File: src/design/stbs_pkg.sv
package stbs_pkg;

    // table geometry
    localparam int TABLE_DEPTH = 256;
    localparam int KEY_WIDTH   = 32;
    localparam int ADDR_W      = $clog2(TABLE_DEPTH);
    localparam int CNT_W       = $clog2(TABLE_DEPTH + 1);

    // fixed field widths
    localparam int IDX_W      = 8;
    localparam int VAL_W      = 32;
    localparam int COUNT_W    = 9;
    localparam int CFG_IDX_W  = 8;
    localparam int CFG_DATA_W = 32;

    // operation codes
    localparam logic FUNC_WRITE  = 1'b0;
    localparam logic FUNC_SEARCH = 1'b1;

    // register indexes
    localparam logic [CFG_IDX_W-1:0] REG_ENTRY_COUNT    = CFG_IDX_W'(0);
    localparam logic [CFG_IDX_W-1:0] REG_COMPARE_SIGNED = CFG_IDX_W'(1);

    typedef struct packed {
        logic             func;
        logic [IDX_W-1:0] entry_index;
        logic [VAL_W-1:0] item_value;
    } stbs_in_t;

    typedef struct packed {
        logic             found;
        logic [IDX_W-1:0] match_index;
    } stbs_out_t;

    // result handed from the sequencer to the output register
    typedef struct packed {
        logic      valid;
        stbs_out_t data;
    } stbs_res_t;

    typedef enum logic [2:0] {
        ST_IDLE   = 3'b001,
        ST_SEARCH = 3'b010,
        ST_HOLD   = 3'b100
    } stbs_state_t;

endpackage

File: src/design/stbs_ctrl.sv
module stbs_ctrl
    import stbs_pkg::*;
(
    input  logic                 aclk,
    input  logic                 aresetn,
    input  logic                 start,
    input  logic [VAL_W-1:0]     search_value,
    input  logic [COUNT_W-1:0]   entry_count,
    input  logic                 compare_signed,
    output logic                 idle,
    output logic [ADDR_W-1:0]    rd_addr,
    input  logic [KEY_WIDTH-1:0] rd_data,
    input  logic                 out_free,
    output stbs_res_t            res
);

    localparam logic [KEY_WIDTH-1:0] SIGN_BIT = KEY_WIDTH'(1) << (KEY_WIDTH - 1);

    stbs_state_t state_reg, state_next;
    logic [CNT_W-1:0]     lower_reg, lower_next;
    logic [CNT_W-1:0]     upper_reg, upper_next;
    logic [CNT_W-1:0]     pos_reg, pos_next;
    logic [KEY_WIDTH-1:0] key_reg, key_next;
    logic                 sgn_reg, sgn_next;
    logic                 hold_found_reg, hold_found_next;
    logic [IDX_W-1:0]     hold_index_reg, hold_index_next;

    logic [CNT_W-1:0]     cnt_sat;
    logic [KEY_WIDTH-1:0] entry_ord;
    logic                 hit;
    logic                 less;
    logic [CNT_W-1:0]     nl;
    logic [CNT_W-1:0]     nu;
    logic [CNT_W:0]       sum;
    logic [CNT_W-1:0]     npos;

    // saturate the count at the table depth
    assign cnt_sat = (32'(entry_count) > TABLE_DEPTH) ? CNT_W'(TABLE_DEPTH)
                                                      : CNT_W'(entry_count);

    // shared compare unit: probe entry against the stored key
    assign entry_ord = rd_data ^ (sgn_reg ? SIGN_BIT : '0);
    assign hit       = (entry_ord == key_reg);
    assign less      = (key_reg < entry_ord);
    assign nl        = less ? lower_reg : pos_reg + CNT_W'(1);
    assign nu        = less ? pos_reg : upper_reg;
    assign sum       = {1'b0, nl} + {1'b0, nu};
    assign npos      = sum[CNT_W:1];

    assign idle = (state_reg == ST_IDLE);

    // sequencer
    always_comb begin
        state_next      = state_reg;
        lower_next      = lower_reg;
        upper_next      = upper_reg;
        pos_next        = pos_reg;
        key_next        = key_reg;
        sgn_next        = sgn_reg;
        hold_found_next = hold_found_reg;
        hold_index_next = hold_index_reg;
        rd_addr         = ADDR_W'(npos);
        res             = '0;
        unique case (state_reg)
            ST_IDLE: begin
                rd_addr = ADDR_W'(cnt_sat >> 1);
                if (start) begin
                    key_next   = KEY_WIDTH'(search_value)
                                 ^ (compare_signed ? SIGN_BIT : '0);
                    sgn_next   = compare_signed;
                    lower_next = '0;
                    upper_next = cnt_sat;
                    pos_next   = cnt_sat >> 1;
                    if (cnt_sat == '0) begin
                        // empty table: not found at once
                        res.valid       = 1'b1;
                        hold_found_next = 1'b0;
                        hold_index_next = '0;
                        state_next      = out_free ? ST_IDLE : ST_HOLD;
                    end else begin
                        state_next = ST_SEARCH;
                    end
                end
            end
            ST_SEARCH: begin
                lower_next = nl;
                upper_next = nu;
                pos_next   = npos;
                if (hit || (nl >= nu)) begin
                    res.valid             = 1'b1;
                    res.data.found        = hit;
                    res.data.match_index  = hit ? IDX_W'(pos_reg) : '0;
                    hold_found_next       = res.data.found;
                    hold_index_next       = res.data.match_index;
                    state_next            = out_free ? ST_IDLE : ST_HOLD;
                end
            end
            ST_HOLD: begin
                res.valid            = 1'b1;
                res.data.found       = hold_found_reg;
                res.data.match_index = hold_index_reg;
                if (out_free) begin
                    state_next = ST_IDLE;
                end
            end
            default: begin
                state_next = ST_IDLE;
            end
        endcase
    end

    always_ff @(posedge aclk) begin
        if (!aresetn) begin
            state_reg <= ST_IDLE;
        end else begin
            state_reg <= state_next;
        end
        lower_reg      <= lower_next;
        upper_reg      <= upper_next;
        pos_reg        <= pos_next;
        key_reg        <= key_next;
        sgn_reg        <= sgn_next;
        hold_found_reg <= hold_found_next;
        hold_index_reg <= hold_index_next;
    end

    // window is never empty while probing
    a_window_open: assert property (@(posedge aclk) disable iff (!aresetn)
        (state_reg == ST_SEARCH) |-> (lower_reg < upper_reg))
        else $error("search window empty while probing");

    // probe lies inside the window
    a_probe_inside: assert property (@(posedge aclk) disable iff (!aresetn)
        (state_reg == ST_SEARCH) |-> (pos_reg >= lower_reg && pos_reg < upper_reg))
        else $error("probe outside search window");

    // window shrinks on every probe
    a_window_shrinks: assert property (@(posedge aclk) disable iff (!aresetn)
        (state_reg == ST_SEARCH && $past(state_reg == ST_SEARCH)) |->
        ((upper_reg - lower_reg) < $past(upper_reg - lower_reg)))
        else $error("search window did not shrink");

    // a blocked result is parked
    a_park_result: assert property (@(posedge aclk) disable iff (!aresetn)
        (res.valid && !out_free) |=> (state_reg == ST_HOLD))
        else $error("blocked result not held");

    // an empty table never starts probing
    a_empty_table: assert property (@(posedge aclk) disable iff (!aresetn)
        (state_reg == ST_IDLE && start && cnt_sat == '0) |=> (state_reg != ST_SEARCH))
        else $error("probe started on empty table");

endmodule

File: config.mk
export PLATFORM = sky130hd
export DESIGN_NAME = stbs_ctrl
export DESIGN_NICKNAME = d
export VERILOG_FILES = /design/src/design/stbs_pkg.sv /design/src/design/stbs_ctrl.sv
export SDC_FILE = /design/constraint.sdc
export NUM_CORES = 1
export LEC_CHECK = 0
export ABC_AREA = 1
export ABC_CLOCK_PERIOD_IN_PS = 4400
export BUFFER_PORTS_ARGS = -buffer_cell sky130_fd_sc_hd__buf_2
export CORE_ASPECT_RATIO = 1.75
export CORE_MARGIN = 2
export CORE_UTILIZATION = 52
export DETAILED_ROUTE_END_ITERATION = 8
export PLACE_DENSITY = 0.73
export SLEW_MARGIN = 20
export SYNTH_ARGS = -nofsm -noshare
export SYNTH_HDL_FRONTEND = slang
export SYNTH_SLANG_ARGS = --single-unit
File: constraint.sdc
create_clock -name aclk -period 4.4 [get_ports aclk]
set_clock_uncertainty 0.05 [all_clocks]
set_input_delay 0.22 -clock aclk [delete_from_list [all_inputs] [get_ports aclk]]
set_output_delay 0.22 -clock aclk [all_outputs]
set_load 0.05 [all_outputs]
# ---- Word level (Yosys, flattened, before mapping)
# Cells that the tools add are included.
# W data, S select, Z words.
dict set report word_totals {
  word_cells 62
  register_bits 72
  output_inout_bits 19
}
dict set report classes {
  n_addsub 2
  eq_ne 8
  magnitude_cmp 3
  n_bitwise 2
  reduce_logical 7
  n_mux 32
}
# op count
set op_table {}
lappend op_table {{$pmux W9 S2} 4}
lappend op_table {{$mux W32} 2}
lappend op_table {{$xor A32 B32 Y32} 2}
lappend op_table {{$mux W9} 6}
lappend op_table {{$mux W8} 5}
lappend op_table {{$eq A32 B32 Y1} 1}
lappend op_table {{$lt A32 B32 Y1} 1}
lappend op_table {{$pmux W8 S2} 1}
lappend op_table {{$mux W3} 5}
lappend op_table {{$add A9 B9 Y10} 1}
lappend op_table {{$mux W10} 1}
lappend op_table {{$add A9 B1 Y9 const B} 1}
lappend op_table {{$ge A9 B9 Y1} 1}
lappend op_table {{$gt A9 B9 Y1 const B} 1}
lappend op_table {{$logic_not A9 Y1} 1}
lappend op_table {{$pmux W3 S3} 1}
lappend op_table {{$ne A2 B2 Y1 const B} 3}
lappend op_table {{$mux W1} 5}
lappend op_table {{$reduce_and A2 Y1} 2}
lappend op_table {{$reduce_and A4 Y1} 1}
lappend op_table {{$eq A3 B1 Y1 const B} 1}
lappend op_table {{$eq A3 B2 Y1 const B} 1}
lappend op_table {{$eq A3 B3 Y1 const B} 1}
lappend op_table {{$pmux W1 S3} 1}
lappend op_table {{other kinds (5)} 5}

# ---- Depth between registers and ports, before layout
dict set report logic_depth {
  depth_word 8
  mapped_depth 28
  ltp_nobuf 27
}

# ---- Worst setup path after synthesis
# No wires, ideal clock.
dict set report synth_path {
  kind {reg2out}
  startpoint {reg sgn_reg}
  endpoint {out res[9] (netlist name)}
  t_arrival_ns 3.837
  path_stages_with_launch 22
  required_ns 4.130
  path_slack_ns 0.293
  cell_sequence {edfxtp_1 > xnor2_1 > ha_1 > nand2_1 > nor2_2 > nand4_2 > nor2_4 > nand2_4 > nand2_4 > buf_6 > nand2_1 > nand2_1 > inv_1 > ha_1 > clkbuf_1 > nor2_1 > nand4_1 > nor2_1 > nor2_1 > nand4_1 > nand2_1 > o21ai_0}
}
# item line
set synth_lines {}
lappend synth_lines {{start: declaration} stbs_ctrl.sv:24} ;# logic sgn_reg, sgn_next;
lappend synth_lines {{start signal: assignment} stbs_ctrl.sv:122} ;# sgn_reg <= sgn_next;
lappend synth_lines {{end: declaration} stbs_ctrl.sv:14} ;# output stbs_res_t res

# ---- Worst setup path in the final report
dict set report layout_path {
  startpoint {reg sgn_reg}
  endpoint {out rd_addr[5]}
}
dict set report layout_between {
  elab_chain_len 6
  elab_cells_between_ends 7
}
# item line
set layout_lines {}
lappend layout_lines {{$mux W32 (*)} stbs_ctrl.sv:42} ;# assign entry_ord = rd_data ^ (sgn_reg ? SIGN_BIT : '0);
lappend layout_lines {{$xor A32 B32 Y32 (*)} stbs_ctrl.sv:42}
lappend layout_lines {{$lt A32 B32 Y1 (*)} stbs_ctrl.sv:44} ;# assign less = (key_reg < entry_ord);
lappend layout_lines {{$mux W9 (on tied branches)} {stbs_ctrl.sv:45, stbs_ctrl.sv:46}}
lappend layout_lines {{$add A9 B9 Y10 (*)} stbs_ctrl.sv:47} ;# assign sum = {1'b0, nl} + {1'b0, nu};
lappend layout_lines {{$mux W8 (*)} stbs_ctrl.sv:64} ;# unique case (state_reg)
lappend layout_lines {{end: declaration} stbs_ctrl.sv:11} ;# output logic [ADDR_W-1:0] rd_addr,
# Every way passes the cells marked *; elsewhere a longest branch is shown, timed or not.

==> results_dict.tcl <==
set metrics [dict create \
    required_ns 4.13 \
    dr.first_iter.drc_count 251 \
    power_density_nw_per_um2 639 \
    post-route-period-util_pct 94.9 \
    largest_reg_flops 32 \
    async_flop_share_pct 0 \
    worst_setup_path_start_kind "flop" \
    wl_um 12500 \
    maxCapViolCount 0 \
    row_count 46 \
    nets 841 \
    cts.sink_count 72 \
    grt_pass1_wl_um 19700 \
    tightest_slew_ns 0.900 \
    arrival_ns 3.91 \
    cts_tree "built" \
    vias_per_cell 5.16 \
    grt_usage_pct 24.5 \
    ys_warn_count 0 \
    synth_nets 710 \
    yosysUniqueCellTypes 36 \
    insertedDiodeCount 0 \
    clk-insertion-delay-late_ns 0.34 \
    drc 0 \
    cts-root-buf "clkbuf_16" \
    p_leak_nw 3.20 \
    area_growth_pct 27.6 \
    dp_hpwl_um 9290 \
    cts.clk_slew.worst_paths_ns 0.06 \
    p_seq_share_pct 25.4 \
    cp_max_fo 8 \
    setup_viol 0 \
    dp.cells 789 \
    hold_viol_final 0 \
    power.switching_mw 1.76 \
    rsz0062_at_grt "true" \
    h-tree-depth 3 \
    wl_per_cell_um 15.0 \
    drt_pass1_iterations 5 \
    dieArea_um2 10200 \
    drv_slew 0 \
    holdWs_ns 0.0131 \
    avgSynthCellArea_um2 8.45 \
    intPower_mw 2.23 \
    vias 4310 \
    syn_area_um2 4900 \
    clk_path_buf_depth 2 \
    routabilityCongestion 0.963 \
    relSlewSlack_pct 39.9 \
    finalNonFillerCells 836 \
    overflow 0 \
    design_area_um2 6250 \
    grt_pass1_vias 4459 \
    placed_area_um2 5520 \
    synth_seq_cells 72 \
    drive_gt1_share_pct 21.9 \
    ir_drop_uv 687 \
    io_pins 97 \
    core_area_um2 9090 \
    fin_setup_tns_ns 0 \
    syn_inst 580 \
    end_kind "output pin" \
    p_sw_share_pct 44.1 \
    cts_buffers 9 \
    grt_max_degree 34 \
    p_clk_share_pct 22.6 \
    status "complete, no violations" \
    die_y_um 132 \
    nFillCells 750 \
    timing.fmax_mhz 239 \
    io_buffers 96 \
    timing.final.crit_period_ns 4.18 \
    initial_core_util_pct 53.9 \
    yosysSeqAreaShare_pct 43.5 \
    fp.dieW_um 77.4 \
    drtAntennaViolNets 0 \
    synthFlopType "edfxtp_1" \
    min_path_type "input pin to flop" \
    p_comb_share_pct 52.1 \
    synth_edf_count 69 \
    antenna_found_initial 0 \
    worstSetupPathType "flop to output pin" \
]
critical path, stage by stage, from the launching register on:
cell,delay [ns]
edfxtp_1,0.37
xnor2_1,0.17
ha_1,0.26
nand2_1,0.15
o21a_1,0.15
nand2_1,0.09
nor2_4,0.27
buf_4,0.18
nand3_1,0.10
and2_1,0.20
ha_1,0.22
fa_1,0.41
a21oi_1,0.14
o21ai_1,0.13
a21oi_2,0.16
xor2_1,0.19
nand2_1,0.08
nand2_1,0.07
clkbuf_4,0.22
cell families (layout without fill, tap and decap cells):
kind of cell               Yosys count  count (layout)  share of synthesized area (%)
and+or+nand+nor                    249             249                           22.7
buffers and inverters              134             270                           10.7
DFF                                 72              72                           43.5
AOI/OAI and AO/OA                   58              58                           6.94
adders and majority gates           52              52                           13.4
xor gates and xnor gates            15              15                           2.68
worst paths after layout:
check / startpoint / end / slack (ns) / cells after the start
min: search_value[18] / key_reg[18]$_DFFE_PP_ / 0.01 / 1
min reg2reg: upper_reg[6]$_DFFE_PP_ / upper_reg[6]$_DFFE_PP_ / 0.60 / 4
max: sgn_reg$_DFFE_PP_ / rd_addr[5] / 0.22 / 18
max reg2reg: sgn_reg$_DFFE_PP_ / hold_index_reg[5]$_SDFFCE_PN0P_ / 0.58 / 20
synth_stat cells (2+ instances only):
cell type	count	area [µm²]
o22ai_1	7	43.8
xor2_1	14	123
inv_1	120	450
o21ai_0	17	85.1
a31oi_1	3	18.8
nor2_1	49	184
nand3b_1	9	67.6
dfxtp_1	3	60.1
nand2_1	125	469
buf_4	2	15.0
nand2_4	2	22.5
nand2_2	7	43.8
buf_6	2	22.5
nand3_1	37	185
clkbuf_1	8	30.0
o31ai_1	2	15.0
nor2_4	3	33.8
a21o_1	3	22.5
a21oi_2	3	26.3
a21oi_1	19	95.1
ha_1	51	638
edfxtp_1	69	2070
nor3_1	5	25.0
nand4_1	8	50.1
power by group through the flow:
stage,Combinational (mW),Clock (mW),Sequential (mW)
finish,2.08,0.901,1.01
global route,2.29,0.932,1.03
CTS,1.94,0.911,1.01
detailed placement,1.90,0,1.03
global placement,1.88,0,1.02
floorplan,1.44,0,1.01
repair_timing:
item | 4_1_cts | 5_1_grt
endpoints found under the setup margin | 0 | 6
hold buffers | 22 | 0
endpoints found under the hold margin | 22 | 0
resized for setup | 0 | 23
setup buffers | 0 | 9
placed cells by master (no fill, tap or decap), drive strengths merged:
master       instances
and2                 1
nand3               37
a21oi               22
xnor2                1
nor3                 5
clkbuf              11
ha                  51
nand3b               9
inv                122
o31ai                2
a31oi                3
buf                109
edfxtp              69
o2111ai              1
nand4                9
fa                   1
o21a                 1
nand2              134
o21ai               18
dfxtp                3
nor4                 1
a21o                 3
clkinv               2
o22ai                8
xor2                14
nor2                53
bufinv               4
dlygate4sd3         22
per-layer routing:
layer / part of all wire, % / track usage [%] / up-vias / routed length [µm]
li1: - / - / 2141 / -
met1: 36 / 24.2 / 2003 / 4550
met2: 57 / 48.3 / 137 / 7060
met3: 4.1 / 3.89 / 29 / 517
met4: 3.0 / 11.3 / 0 / 369
met5: 0 / 0 / - / 0
cell type report:
type	count	area [µm²]	share of cell area, %
Clock inverter	7	143	2.28
Clock buffer	9	225	3.60
Timing Repair Buffer	133	827	13.2
Sequential cell	72	2130	34.1
Inverter	121	454	7.26
Tap cell	120	150	2.40
Multi-Input combinational cell	374	2320	37.1
per-stage QoR:
step	total power [mW]	util [%]	setup slack [ns]
after CTS	3.86	67.1	0.0175
after detailed placement	2.93	60.6	0.399
after floorplan	2.46	-	0.293
after global routing	4.25	68.8	-0.0719
after global placement	2.90	60.6	0.493
final	3.99	68.8	0.223
Power figures use the tool's default switching activity.
